===== src/sv/ppi_pkg.sv =====
// Package for the positional and incremental PID core.
// Holds field widths, register indexes and the struct types shared by all modules.
// Depends on nothing.
package ppi_pkg;

	localparam int GAIN_FRAC_BITS = 8;
	localparam int PROD_W = 40;
	localparam int TERM_W = 42;
	localparam int RAW_W = 43;
	localparam int QUEUE_DEPTH = 4;
	localparam int QUEUE_AW = $clog2(QUEUE_DEPTH);
	localparam int CFG_IDX_W = 3;
	localparam int CFG_DATA_W = 24;

	localparam logic [CFG_IDX_W-1:0] REG_MODE_INCREMENTAL = 3'd0;
	localparam logic [CFG_IDX_W-1:0] REG_GAIN_P = 3'd1;
	localparam logic [CFG_IDX_W-1:0] REG_GAIN_I = 3'd2;
	localparam logic [CFG_IDX_W-1:0] REG_GAIN_D = 3'd3;
	localparam logic [CFG_IDX_W-1:0] REG_INTEGRAL_MAX = 3'd4;
	localparam logic [CFG_IDX_W-1:0] REG_INTEGRAL_MIN = 3'd5;
	localparam logic [CFG_IDX_W-1:0] REG_OUTPUT_MAX = 3'd6;
	localparam logic [CFG_IDX_W-1:0] REG_OUTPUT_MIN = 3'd7;

	typedef struct packed {
		logic        action;
		logic [15:0] measured;
		logic [15:0] target;
	} sample_t;

	typedef struct packed {
		logic [15:0] drive;
		logic        clamped;
	} result_t;

	typedef struct packed {
		logic               mode_incremental;
		logic signed [15:0] gain_p;
		logic signed [15:0] gain_i;
		logic signed [15:0] gain_d;
		logic signed [23:0] integral_max;
		logic signed [23:0] integral_min;
		logic [15:0]        output_max;
		logic [15:0]        output_min;
	} cfg_t;

	typedef struct packed {
		logic               clear;
		logic               incremental;
		logic signed [16:0] e;
		logic signed [17:0] d1;
		logic signed [18:0] d2;
		logic signed [23:0] s;
	} work_t;

	typedef struct packed {
		logic full;
		logic empty;
	} queue_status_t;

	typedef struct packed {
		logic        b1_valid;
		logic        b2_valid;
		logic [15:0] held;
	} back_status_t;

endpackage


===== src/sv/ppi_front.sv =====
// Front end of the PID core: accepts samples, forms the error terms and the
// clamped error sum, and pushes one work item per sample into the queue.
// Depends on ppi_pkg.
module ppi_front (
	input  logic             clk,
	input  logic             arst_n,
	input  ppi_pkg::cfg_t    cfg,
	input  logic             sample_valid,
	output logic             sample_stall,
	input  ppi_pkg::sample_t sample,
	input  logic             full,
	output logic             push_valid,
	output ppi_pkg::work_t   push_item
);

	logic signed [16:0] last_q;
	logic signed [16:0] prior_q;
	logic signed [23:0] sum_q;
	logic signed [16:0] e;
	logic signed [24:0] s_raw;
	logic signed [24:0] s_hi;
	logic signed [24:0] s_lo;
	logic signed [23:0] s_new;
	logic               accept;

	assign sample_stall = full;
	assign accept = sample_valid && !full;
	assign push_valid = accept;

	always_comb begin
		e = $signed({1'b0, sample.target}) - $signed({1'b0, sample.measured});
		s_raw = 25'(sum_q) + 25'(e);
		s_hi = (s_raw >= 25'(cfg.integral_max)) ? 25'(cfg.integral_max) : s_raw;
		s_lo = (s_hi <= 25'(cfg.integral_min)) ? 25'(cfg.integral_min) : s_hi;
		s_new = s_lo[23:0];
		push_item.clear = sample.action;
		push_item.incremental = cfg.mode_incremental;
		push_item.e = e;
		push_item.d1 = 18'(e) - 18'(last_q);
		push_item.d2 = 19'(e) - (19'(last_q) <<< 1) + 19'(prior_q);
		push_item.s = s_new;
	end

	always_ff @(posedge clk or negedge arst_n) begin
		if (!arst_n) begin
			last_q <= '0;
			prior_q <= '0;
			sum_q <= '0;
		end else if (accept) begin
			if (sample.action) begin
				last_q <= '0;
				prior_q <= '0;
				sum_q <= '0;
			end else begin
				prior_q <= last_q;
				last_q <= e;
				if (!cfg.mode_incremental) begin
					sum_q <= s_new;
				end
			end
		end
	end

endmodule


===== src/sv/ppi_queue.sv =====
// Short register queue between the front end and the back end of the PID core.
// Lets either side stall without holding up the other.
// Depends on ppi_pkg.
module ppi_queue (
	input  logic                  clk,
	input  logic                  arst_n,
	input  logic                  push_valid,
	input  ppi_pkg::work_t        push_item,
	output logic                  pop_valid,
	input  logic                  pop_ready,
	output ppi_pkg::work_t        pop_item,
	output ppi_pkg::queue_status_t status
);

	ppi_pkg::work_t mem_q [ppi_pkg::QUEUE_DEPTH];
	logic [ppi_pkg::QUEUE_AW-1:0] wr_q;
	logic [ppi_pkg::QUEUE_AW-1:0] rd_q;
	logic [ppi_pkg::QUEUE_AW:0]   cnt_q;
	logic                         push;
	logic                         pop;

	assign status.full = (cnt_q == (ppi_pkg::QUEUE_AW+1)'(ppi_pkg::QUEUE_DEPTH));
	assign status.empty = (cnt_q == '0);
	assign push = push_valid && !status.full;
	assign pop = pop_ready && !status.empty;
	assign pop_valid = !status.empty;
	assign pop_item = mem_q[rd_q];

	always_ff @(posedge clk) begin
		if (push) begin
			mem_q[wr_q] <= push_item;
		end
	end

	always_ff @(posedge clk or negedge arst_n) begin
		if (!arst_n) begin
			wr_q <= '0;
			rd_q <= '0;
			cnt_q <= '0;
		end else begin
			if (push) begin
				wr_q <= wr_q + 1'b1;
			end
			if (pop) begin
				rd_q <= rd_q + 1'b1;
			end
			if (push && !pop) begin
				cnt_q <= cnt_q + 1'b1;
			end else if (pop && !push) begin
				cnt_q <= cnt_q - 1'b1;
			end
		end
	end

endmodule


===== src/sv/ppi_back.sv =====
// Back end of the PID core: three gain products, the shifted term sum, and
// the output clamp with the held output, ending in the result register.
// Depends on ppi_pkg.
module ppi_back (
	input  logic                  clk,
	input  logic                  arst_n,
	input  ppi_pkg::cfg_t         cfg,
	input  logic                  pop_valid,
	output logic                  pop_ready,
	input  ppi_pkg::work_t        pop_item,
	output logic                  result_valid,
	input  logic                  result_stall,
	output ppi_pkg::result_t      result,
	output ppi_pkg::back_status_t status
);

	localparam int PW = ppi_pkg::PROD_W;
	localparam int TW = ppi_pkg::TERM_W;
	localparam int RW = ppi_pkg::RAW_W;
	localparam int F = ppi_pkg::GAIN_FRAC_BITS;

	logic                 b1_valid_s1;
	logic                 clear_s1;
	logic                 inc_s1;
	logic signed [PW-1:0] p_s1;
	logic signed [PW-1:0] i_s1;
	logic signed [PW-1:0] d_s1;
	logic                 b2_valid_s2;
	logic                 clear_s2;
	logic                 inc_s2;
	logic signed [TW-1:0] t_s2;
	logic                 result_valid_q;
	ppi_pkg::result_t     result_q;
	logic [15:0]          held_q;

	logic                 en_out;
	logic                 en_b2;
	logic                 en_b1;
	logic signed [23:0]   op_p;
	logic signed [23:0]   op_i;
	logic signed [23:0]   op_d;
	logic signed [RW-1:0] raw;
	logic signed [RW-1:0] res_hi;
	logic signed [RW-1:0] res;
	logic signed [RW-1:0] omax_x;
	logic signed [RW-1:0] omin_x;

	assign en_out = !result_valid_q || !result_stall;
	assign en_b2 = !b2_valid_s2 || en_out;
	assign en_b1 = !b1_valid_s1 || en_b2;
	assign pop_ready = en_b1;

	always_comb begin
		if (pop_item.incremental) begin
			op_p = 24'(pop_item.d1);
			op_i = 24'(pop_item.e);
			op_d = 24'(pop_item.d2);
		end else begin
			op_p = 24'(pop_item.e);
			op_i = pop_item.s;
			op_d = 24'(pop_item.d1);
		end
		omax_x = $signed(RW'(cfg.output_max));
		omin_x = $signed(RW'(cfg.output_min));
		raw = RW'(t_s2) + (inc_s2 ? $signed(RW'(held_q)) : RW'(0));
		res_hi = (raw >= omax_x) ? omax_x : raw;
		res = (res_hi <= omin_x) ? omin_x : res_hi;
	end

	always_ff @(posedge clk) begin
		if (en_b1) begin
			clear_s1 <= pop_item.clear;
			inc_s1 <= pop_item.incremental;
			p_s1 <= PW'(cfg.gain_p) * PW'(op_p);
			i_s1 <= PW'(cfg.gain_i) * PW'(op_i);
			d_s1 <= PW'(cfg.gain_d) * PW'(op_d);
		end
		if (en_b2) begin
			clear_s2 <= clear_s1;
			inc_s2 <= inc_s1;
			t_s2 <= TW'(p_s1 >>> F) + TW'(i_s1 >>> F) + TW'(d_s1 >>> F);
		end
		if (en_out && b2_valid_s2) begin
			result_q.drive <= res[15:0];
			result_q.clamped <= (res != raw);
		end
	end

	always_ff @(posedge clk or negedge arst_n) begin
		if (!arst_n) begin
			b1_valid_s1 <= 1'b0;
			b2_valid_s2 <= 1'b0;
			result_valid_q <= 1'b0;
			held_q <= '0;
		end else begin
			if (en_b1) begin
				b1_valid_s1 <= pop_valid;
			end
			if (en_b2) begin
				b2_valid_s2 <= b1_valid_s1;
			end
			if (en_out) begin
				result_valid_q <= b2_valid_s2 && !clear_s2;
				if (b2_valid_s2) begin
					held_q <= clear_s2 ? 16'd0 : res[15:0];
				end
			end
		end
	end

	assign result_valid = result_valid_q;
	assign result = result_q;
	assign status.b1_valid = b1_valid_s1;
	assign status.b2_valid = b2_valid_s2;
	assign status.held = held_q;

endmodule


===== src/sv/pid_position_incremental_core.sv =====
// PID controller core with positional and incremental forms.
// A sample transaction carries action, measured and target. A run action gives
// one result transaction with drive and clamped; a clear action zeroes the error
// history, the error sum and the held output and gives no result.
// Configuration is written through cfg_valid, cfg_ready, cfg_index and cfg_data,
// one register per transaction; cfg_ready is always high. Registers must be
// written only while no sample is in flight; the block does not enforce it.
// An accepted sample goes through the queue, the product stage, the term-sum
// stage and the result register to result_valid. One sample is taken per cycle
// while sample_stall is low; the rate is set by the held-output add and clamp,
// which closes its loop in the last stage, and by the front-end error-sum clamp.
// A four-entry queue sits between the front end and the multiplier stages.
// When the receiver stalls, the result register holds its transaction, the
// stages behind it fill, then the queue fills and sample_stall rises.
// Reset clears all loop state, empties the queue and the pipeline, and loads
// the configuration registers with their reset values.
module pid_position_incremental_core (
	input  logic                               clk,
	input  logic                               arst_n,
	input  logic                               sample_valid,
	output logic                               sample_stall,
	input  ppi_pkg::sample_t                   sample,
	output logic                               result_valid,
	input  logic                               result_stall,
	output ppi_pkg::result_t                   result,
	input  logic                               cfg_valid,
	output logic                               cfg_ready,
	input  logic [ppi_pkg::CFG_IDX_W-1:0]      cfg_index,
	input  logic [ppi_pkg::CFG_DATA_W-1:0]     cfg_data
);

	ppi_pkg::cfg_t          cfg_q;
	ppi_pkg::work_t         push_item;
	ppi_pkg::work_t         pop_item;
	ppi_pkg::queue_status_t q_status;
	ppi_pkg::back_status_t  b_status;
	logic                   push_valid;
	logic                   pop_valid;
	logic                   pop_ready;

	assign cfg_ready = 1'b1;

	always_ff @(posedge clk or negedge arst_n) begin
		if (!arst_n) begin
			cfg_q.mode_incremental <= 1'b0;
			cfg_q.gain_p <= '0;
			cfg_q.gain_i <= '0;
			cfg_q.gain_d <= '0;
			cfg_q.integral_max <= 24'sh7FFFFF;
			cfg_q.integral_min <= 24'sh800000;
			cfg_q.output_max <= 16'hFFFF;
			cfg_q.output_min <= 16'h0000;
		end else if (cfg_valid && cfg_ready) begin
			case (cfg_index)
				ppi_pkg::REG_MODE_INCREMENTAL: cfg_q.mode_incremental <= cfg_data[0];
				ppi_pkg::REG_GAIN_P: cfg_q.gain_p <= cfg_data[15:0];
				ppi_pkg::REG_GAIN_I: cfg_q.gain_i <= cfg_data[15:0];
				ppi_pkg::REG_GAIN_D: cfg_q.gain_d <= cfg_data[15:0];
				ppi_pkg::REG_INTEGRAL_MAX: cfg_q.integral_max <= cfg_data;
				ppi_pkg::REG_INTEGRAL_MIN: cfg_q.integral_min <= cfg_data;
				ppi_pkg::REG_OUTPUT_MAX: cfg_q.output_max <= cfg_data[15:0];
				ppi_pkg::REG_OUTPUT_MIN: cfg_q.output_min <= cfg_data[15:0];
				default: begin
				end
			endcase
		end
	end

	ppi_front u_front (
		.clk          (clk),
		.arst_n       (arst_n),
		.cfg          (cfg_q),
		.sample_valid (sample_valid),
		.sample_stall (sample_stall),
		.sample       (sample),
		.full         (q_status.full),
		.push_valid   (push_valid),
		.push_item    (push_item)
	);

	ppi_queue u_queue (
		.clk        (clk),
		.arst_n     (arst_n),
		.push_valid (push_valid),
		.push_item  (push_item),
		.pop_valid  (pop_valid),
		.pop_ready  (pop_ready),
		.pop_item   (pop_item),
		.status     (q_status)
	);

	ppi_back u_back (
		.clk          (clk),
		.arst_n       (arst_n),
		.cfg          (cfg_q),
		.pop_valid    (pop_valid),
		.pop_ready    (pop_ready),
		.pop_item     (pop_item),
		.result_valid (result_valid),
		.result_stall (result_stall),
		.result       (result),
		.status       (b_status)
	);

`ifndef SYNTH
	a_held_matches_result: assert property (@(posedge clk) disable iff (!arst_n)
		result_valid |-> (b_status.held == result.drive))
		else $error("Held output differs from the pending result.");

	a_queue_full_empty: assert property (@(posedge clk) disable iff (!arst_n)
		!(q_status.full && q_status.empty))
		else $error("Queue reports full and empty at once.");

	a_stall_holds_pipe: assert property (@(posedge clk) disable iff (!arst_n)
		(result_valid && result_stall && b_status.b2_valid) |=> b_status.b2_valid)
		else $error("Stage two lost its transaction while the result was stalled.");
`endif

endmodule

===== config.mk =====
export PLATFORM = sky130hd
export DESIGN_NAME = pid_position_incremental_core
export DESIGN_NICKNAME = d
export VERILOG_FILES = /design/src/sv/ppi_pkg.sv /design/src/sv/ppi_front.sv /design/src/sv/ppi_queue.sv /design/src/sv/ppi_back.sv /design/src/sv/pid_position_incremental_core.sv
export SDC_FILE = /design/constraint.sdc
export NUM_CORES = 2
export LEC_CHECK = 0
export BUFFER_PORTS_ARGS = -buffer_cell sky130_fd_sc_hd__buf_4
export CAP_MARGIN = 0
export CORE_ASPECT_RATIO = 0.7
export CORE_MARGIN = 3
export CORE_UTILIZATION = 49
export DETAILED_ROUTE_END_ITERATION = 16
export SLEW_MARGIN = 40
export SYNTH_ARGS = -nofsm -noshare
export SYNTH_HDL_FRONTEND = slang
export SYNTH_SLANG_ARGS = --single-unit

===== constraint.sdc =====
create_clock -name clk -period 20.5 [get_ports clk]
set_clock_uncertainty 0.05 [all_clocks]
set_input_delay 0 -clock clk [delete_from_list [all_inputs] [get_ports clk]]
set_output_delay 0 -clock clk [all_outputs]
set_load 0.005 [all_outputs]

; Word level (Yosys, flattened, before mapping)
; Memory sizes are Yosys's and may differ from the RTL's.
; Index checks and enable logic that the tools add are counted.
; W data, S select, Z words.
[totals]
register_bits = 396
n_memories = 1
output_inout_bits = 20
ram_bits = 320
elab_cells = 107
[mem_list]
columns = memory, words, word_bits, read_ports, rd_clocked_by_memory_dff, write_ports, line
row1 = u_queue.mem_q, 4, 80, 1, 0, 1, ppi_queue.sv:15  ; ppi_pkg::work_t mem_q [ppi_pkg::QUEUE_DEPTH];
[op_classes]
add_sub_neg = 12
order_cmp = 4
muxes = 17
n_reduce_logical = 32
eq_ne = 10
multipliers = 3
[ops]
columns = operator, count
row1 = $mux W24, 6
row2 = $mul A16 B24 Y40, 3
row3 = $mux W43, 2
row4 = $add A42 B17 Y43, 1
row5 = $ge A43 B17 Y1, 1
row6 = $le A43 B17 Y1, 1
row7 = $ne A43 B43 Y1, 1
row8 = $add A33 B32 Y34, 1
row9 = $mux W17, 2
row10 = $add A32 B32 Y33, 1
row11 = $mux W16, 2
row12 = $add A24 B17 Y25, 1
row13 = $ge A25 B24 Y1, 1
row14 = $le A25 B24 Y1, 1
row15 = $mux W25, 1
row16 = $reduce_and A2 Y1, 10
row17 = $add A19 B17 Y19, 1
row18 = $sub A17 B18 Y19, 1
row19 = $sub A17 B17 Y18, 1
row20 = $sub A16 B16 Y17, 1
row21 = $eq A3 B3 Y1 const B, 5
row22 = $logic_not A1 Y1, 9
row23 = $logic_and A1 B1 Y1, 7
row24 = $eq A3 B2 Y1 const B, 2
row25 = 10 further kinds, 16

; Logic depth before layout (Yosys ltp)
[depth]
ltp_word = 8
depth_mapped = 49
mapped_depth_nobuf = 45

; By module
; Synthesis repeated with hierarchy kept, for this count alone.
[hier_totals]
hier_cells = 6621
area_unflattened_um2 = 72116.7
[modules_own_cells]
columns = mod, seq_area_each_um2, cells_each, area_each_um2, n_inst
row1 = ppi_back, 5009.8, 4873, 46582.2, 1
row2 = ppi_queue, 9784.4, 454, 12051.6, 1
row3 = ppi_front, 1451.4, 1010, 8281.7, 1
row4 = pid_position_incremental_core, 3278.1, 284, 5201.2, 1

; Worst setup path after synthesis
; OpenSTA, ideal clock, no wires.
[synth_path]
path_kind = input-to-reg
startpoint = in sample[0] (netlist bit)
endpoint = reg u_front.sum_q[10]
setup_time_ns = 0.121
arrival_ns = 9.008
path_slack_ns = 11.321
path_stages = 46
path_cell_list = inv_1 > ha_1 > inv_1 > fa_1 > nand2_1 > nand2_1 > a21oi_1 > o21bai_1 > a21oi_1 > o21bai_1 > a41o_1 > o41ai_1 > o21a_1 > xnor2_1 > ha_1 > a2111oi_0 > o21a_1 > a311o_1 > [... 10 more ...] > o31a_1 > clkbuf_1 > clkbuf_1 > mux2_2 > ha_1 > a21o_1 > a21o_1 > a21oi_1 > nor2b_1 > o21ai_0 > nand2b_1 > a21oi_1 > o2111a_1 > a211o_1 > clkbuf_1 > buf_1 > mux2_2 > a22o_1
[synth_rtl]
columns = item, line
row1 = start: declaration, pid_position_incremental_core.sv:22  ; input ppi_pkg::sample_t sample,
row2 = end signal: assignment, ppi_front.sv:58  ; sum_q <= s_new;
row3 = end: declaration, ppi_front.sv:18  ; logic signed [23:0] sum_q;

==> impl_metrics.py <==
metrics = {
    "setup_path": {
        "worstSetupStartpoint": "sample[0]",
        "crit_arrival_ps": 11440,
        "rrSetupSlack_ps": 10730,
        "required_ps": 21050,
        "cp-start-kind": "input port",
        "cpMostUsedCell": "a21oi_1",
        "slowest_stage": "a2111oi_0",
        "end_kind": "flip-flop",
        "r2r_cells": 26,
        "crit_family": "compound AO/OA/AOI/OAI gates",
        "path_depth": 49,
        "critPathBufInv": 9,
        "r2r_end": "u_back.i_s1[39]$_DFFE_PP_",
        "critPathMaxStageDelay_ps": 560,
        "r2r_start": "u_queue.rd_q[0]$_DFFE_PN0P_",
        "endpoint": "u_front.sum_q[17]$_DFFE_PN0P_",
        "crit_type": "input port to flip-flop",
        "worstPathMaxFanout": 21,
    },
    "logic_synthesis": {
        "synth_ff_type": "edfxtp_1",
        "yosys_warnings": 0,
        "ys_seq_elements": 684,
        "ys_async_sr_fraction_pct": 31.1,
        "synth_edf_count": 471,
        "yosysSeqAreaShare_pct": 27.6,
        "syn_area_per_cell_um2": 11.0,
        "postSynthCellCount": 6450,
        "syn_area_mm2": 0.0707,
        "syn-num-nets": 8049,
        "synth_cell_types": 91,
    },
    "sta": {
        "fin_ws_ps": 9610,
        "final_max_slew_viol_count": 0,
        "maxSlewHeadroom_pct": 36.1,
        "min_period_over_period_pct": 53.1,
        "finalSetupViolCount": 0,
        "hold_ws_ps": 81.4,
        "tns_ps": 0,
        "rsz0062_at_grt": "false",
        "tightest_slew_ps": 952,
        "fmax_mhz": 91.8,
        "hold_violations": 0,
        "finalCriticalPeriod_ps": 10890,
    },
    "route": {
        "via_per_inst": 5.53,
        "firstDrtPassIters": 6,
        "drt_iter0_markers": 3847,
        "dr_wl_met3_mm": 19.4,
        "wl_met2_mm": 80.2,
        "finalWirelength_mm": 195,
        "route.detailed.drc": 0,
        "routedWlPerCell_um": 23.0,
        "ant_nets": 0,
        "routed.top_layer": "met4",
        "wl_met1_mm": 91.4,
        "vias": 46900,
    },
    "floorplan": {
        "start_util_pct": 49.8,
        "die_h_um": 324,
        "row_count": 115,
        "core_mm2": 0.142,
        "die_w_um": 460,
        "io-pin-count": 85,
        "design.die.area_mm2": 0.149,
    },
    "place": {
        "hpwl_mm": 148,
        "portBuffers": 83,
        "dp_slack_ps": 9990,
        "gp_congestion": 0.921,
    },
    "clock_network": {
        "cts_buffers": 75,
        "cts_resized": 0,
        "cts_sinks": 684,
        "htreeDepth": 3,
        "cts_setup_buffers": 0,
        "clock_latency_ps": 710,
        "cts_hold_buffers": 88,
        "clk_path_buf_depth": 3,
        "cts_tree": "yes",
        "clk_pin_slew_ps": 60,
        "root_buffer": "clkbuf_16",
    },
    "finish": {
        "syn_to_final_growth_pct": 8.94,
        "final_cell_mix": "inv_1 (1,157), fa_1 (1,050), nand2_1 (711)",
        "drive_above_1_share_pct": 10.9,
        "multi_input_area_mm2": 0.0460,
        "fillers": 12500,
        "mostFrequentLayoutCell": "inv_1",
        "regArea_mm2": 0.0196,
        "nNetsFinal": 8123,
    },
    "global_route": {
        "grt_usage_pct": 27.0,
        "antenna_found_initial": 12,
        "grt_pass1_wl_mm": 303,
        "grt_pass1_vias": 49200,
        "grt_overflow": 0,
        "grt_max_degree": 67,
    },
    "outcome": {
        "status": "completed",
    },
    "job": {
        "maxCapViolCount": 0,
    },
    "hold_path": {
        "hp-class": "input port to flip-flop",
    },
}
synth_stat cells (all sizes together), types with 55 or more instances:
cell type | n | share of area [%]
a21o | 91 | 0.97
mux4 | 80 | 2.5
nor2 | 177 | 0.94
clkbuf | 204 | 1.1
ha | 484 | 8.6
xnor2 | 164 | 2.0
nor2b | 81 | 0.73
dfrtp | 173 | 6.1
edfxtp | 471 | 20
o21ai | 134 | 0.95
nand3 | 59 | 0.42
a21oi | 162 | 1.2
xor2 | 63 | 0.78
mux2 | 205 | 3.3
o21a | 55 | 0.59
inv | 1158 | 6.1
nand2 | 712 | 3.8
fa | 1050 | 30
and2 | 346 | 3.1
through the flow:
stage / std cells / cell area [um^2] / utilization, %
after floorplan: 6450 / 70700 / -
after global placement: 8230 / 73300 / 51.7
after detailed placement: 8230 / 73400 / 51.7
after CTS: 8458 / 76900 / 54.2
after global routing: 8460 / 77000 / 54.3
final: 8469 / 77000 / 54.3
how the worst min path moves through the flow:
stage               slack (ps)                        endpoint    startpoint  cells after the start
finish                      80  u_queue.mem_q[2][70]$_DFFE_PP_    sample[24]                      6
global route                80           cfg_q[54]$_DFFE_PN0P_  cfg_data[22]                      3
CTS                         20  u_queue.mem_q[3][70]$_DFFE_PP_    sample[24]                      6
detailed placement         -50   u_front.sum_q[18]$_DFFE_PN0P_        arst_n                      1
global placement           -60   u_front.sum_q[22]$_DFFE_PN0P_        arst_n                      1
floorplan                 -350            cfg_q[0]$_DFFE_PN0P_        arst_n                      0
state kept, by name (all words and copies together), names as in the netlist, 2 cells and up:
register	cells
u_back.result	17
u_queue.wr_q	2
u_back.held_q	16
u_queue.rd_q	2
u_queue.cnt_q	3
u_front.last_q	17
u_back.i_s1	32
u_front.prior_q	17
u_front.sum_q	24
u_queue.mem_q	320
u_back.p_s1	32
u_back.d_s1	32
u_back.t_s2	34
cfg_q	129
per-layer routing:
layer / track usage [%] / vias to the layer above
met5: 0 / -
met4: 5.72 / 0
met3: 7.61 / 210
met2: 38.7 / 1638
met1: 40.9 / 24000
li1: - / 21000
worst min-delay path, stage by stage:
cell	delay [ps]
buf_4	110
inv_1	40
ha_1	170
nor3_1	80
xnor2_1	130
buf_4	180
layout make-up:
class                   instances  share of cell area [%]
well taps                    1872                    3.04
flip-flops and latches        684                    25.4
multi-input cells            4368                    59.8
clock inverters                50                   0.903
clock buffers                  90                    2.57
diodes                         10                  0.0325
repair buffers                236                    2.66
inverters                    1159                    5.65
kinds of logic (layout without fill, tap and decap cells):
group	count (synthesis)	in the layout	synth area share, %
compound gates	674	674	6.55
xor+xnor	227	227	2.81
fa+ha+maj	1534	1534	38.3
buf+inv	1398	1535	7.46
flops	684	684	27.6
mux	301	301	6.04
other cells	1	11	0.00530
simple gates	1631	1631	11.2
Power is left out: the tool's default activity adds up to more than one toggle a clock period on the data nets, which glitch-free logic cannot reach.
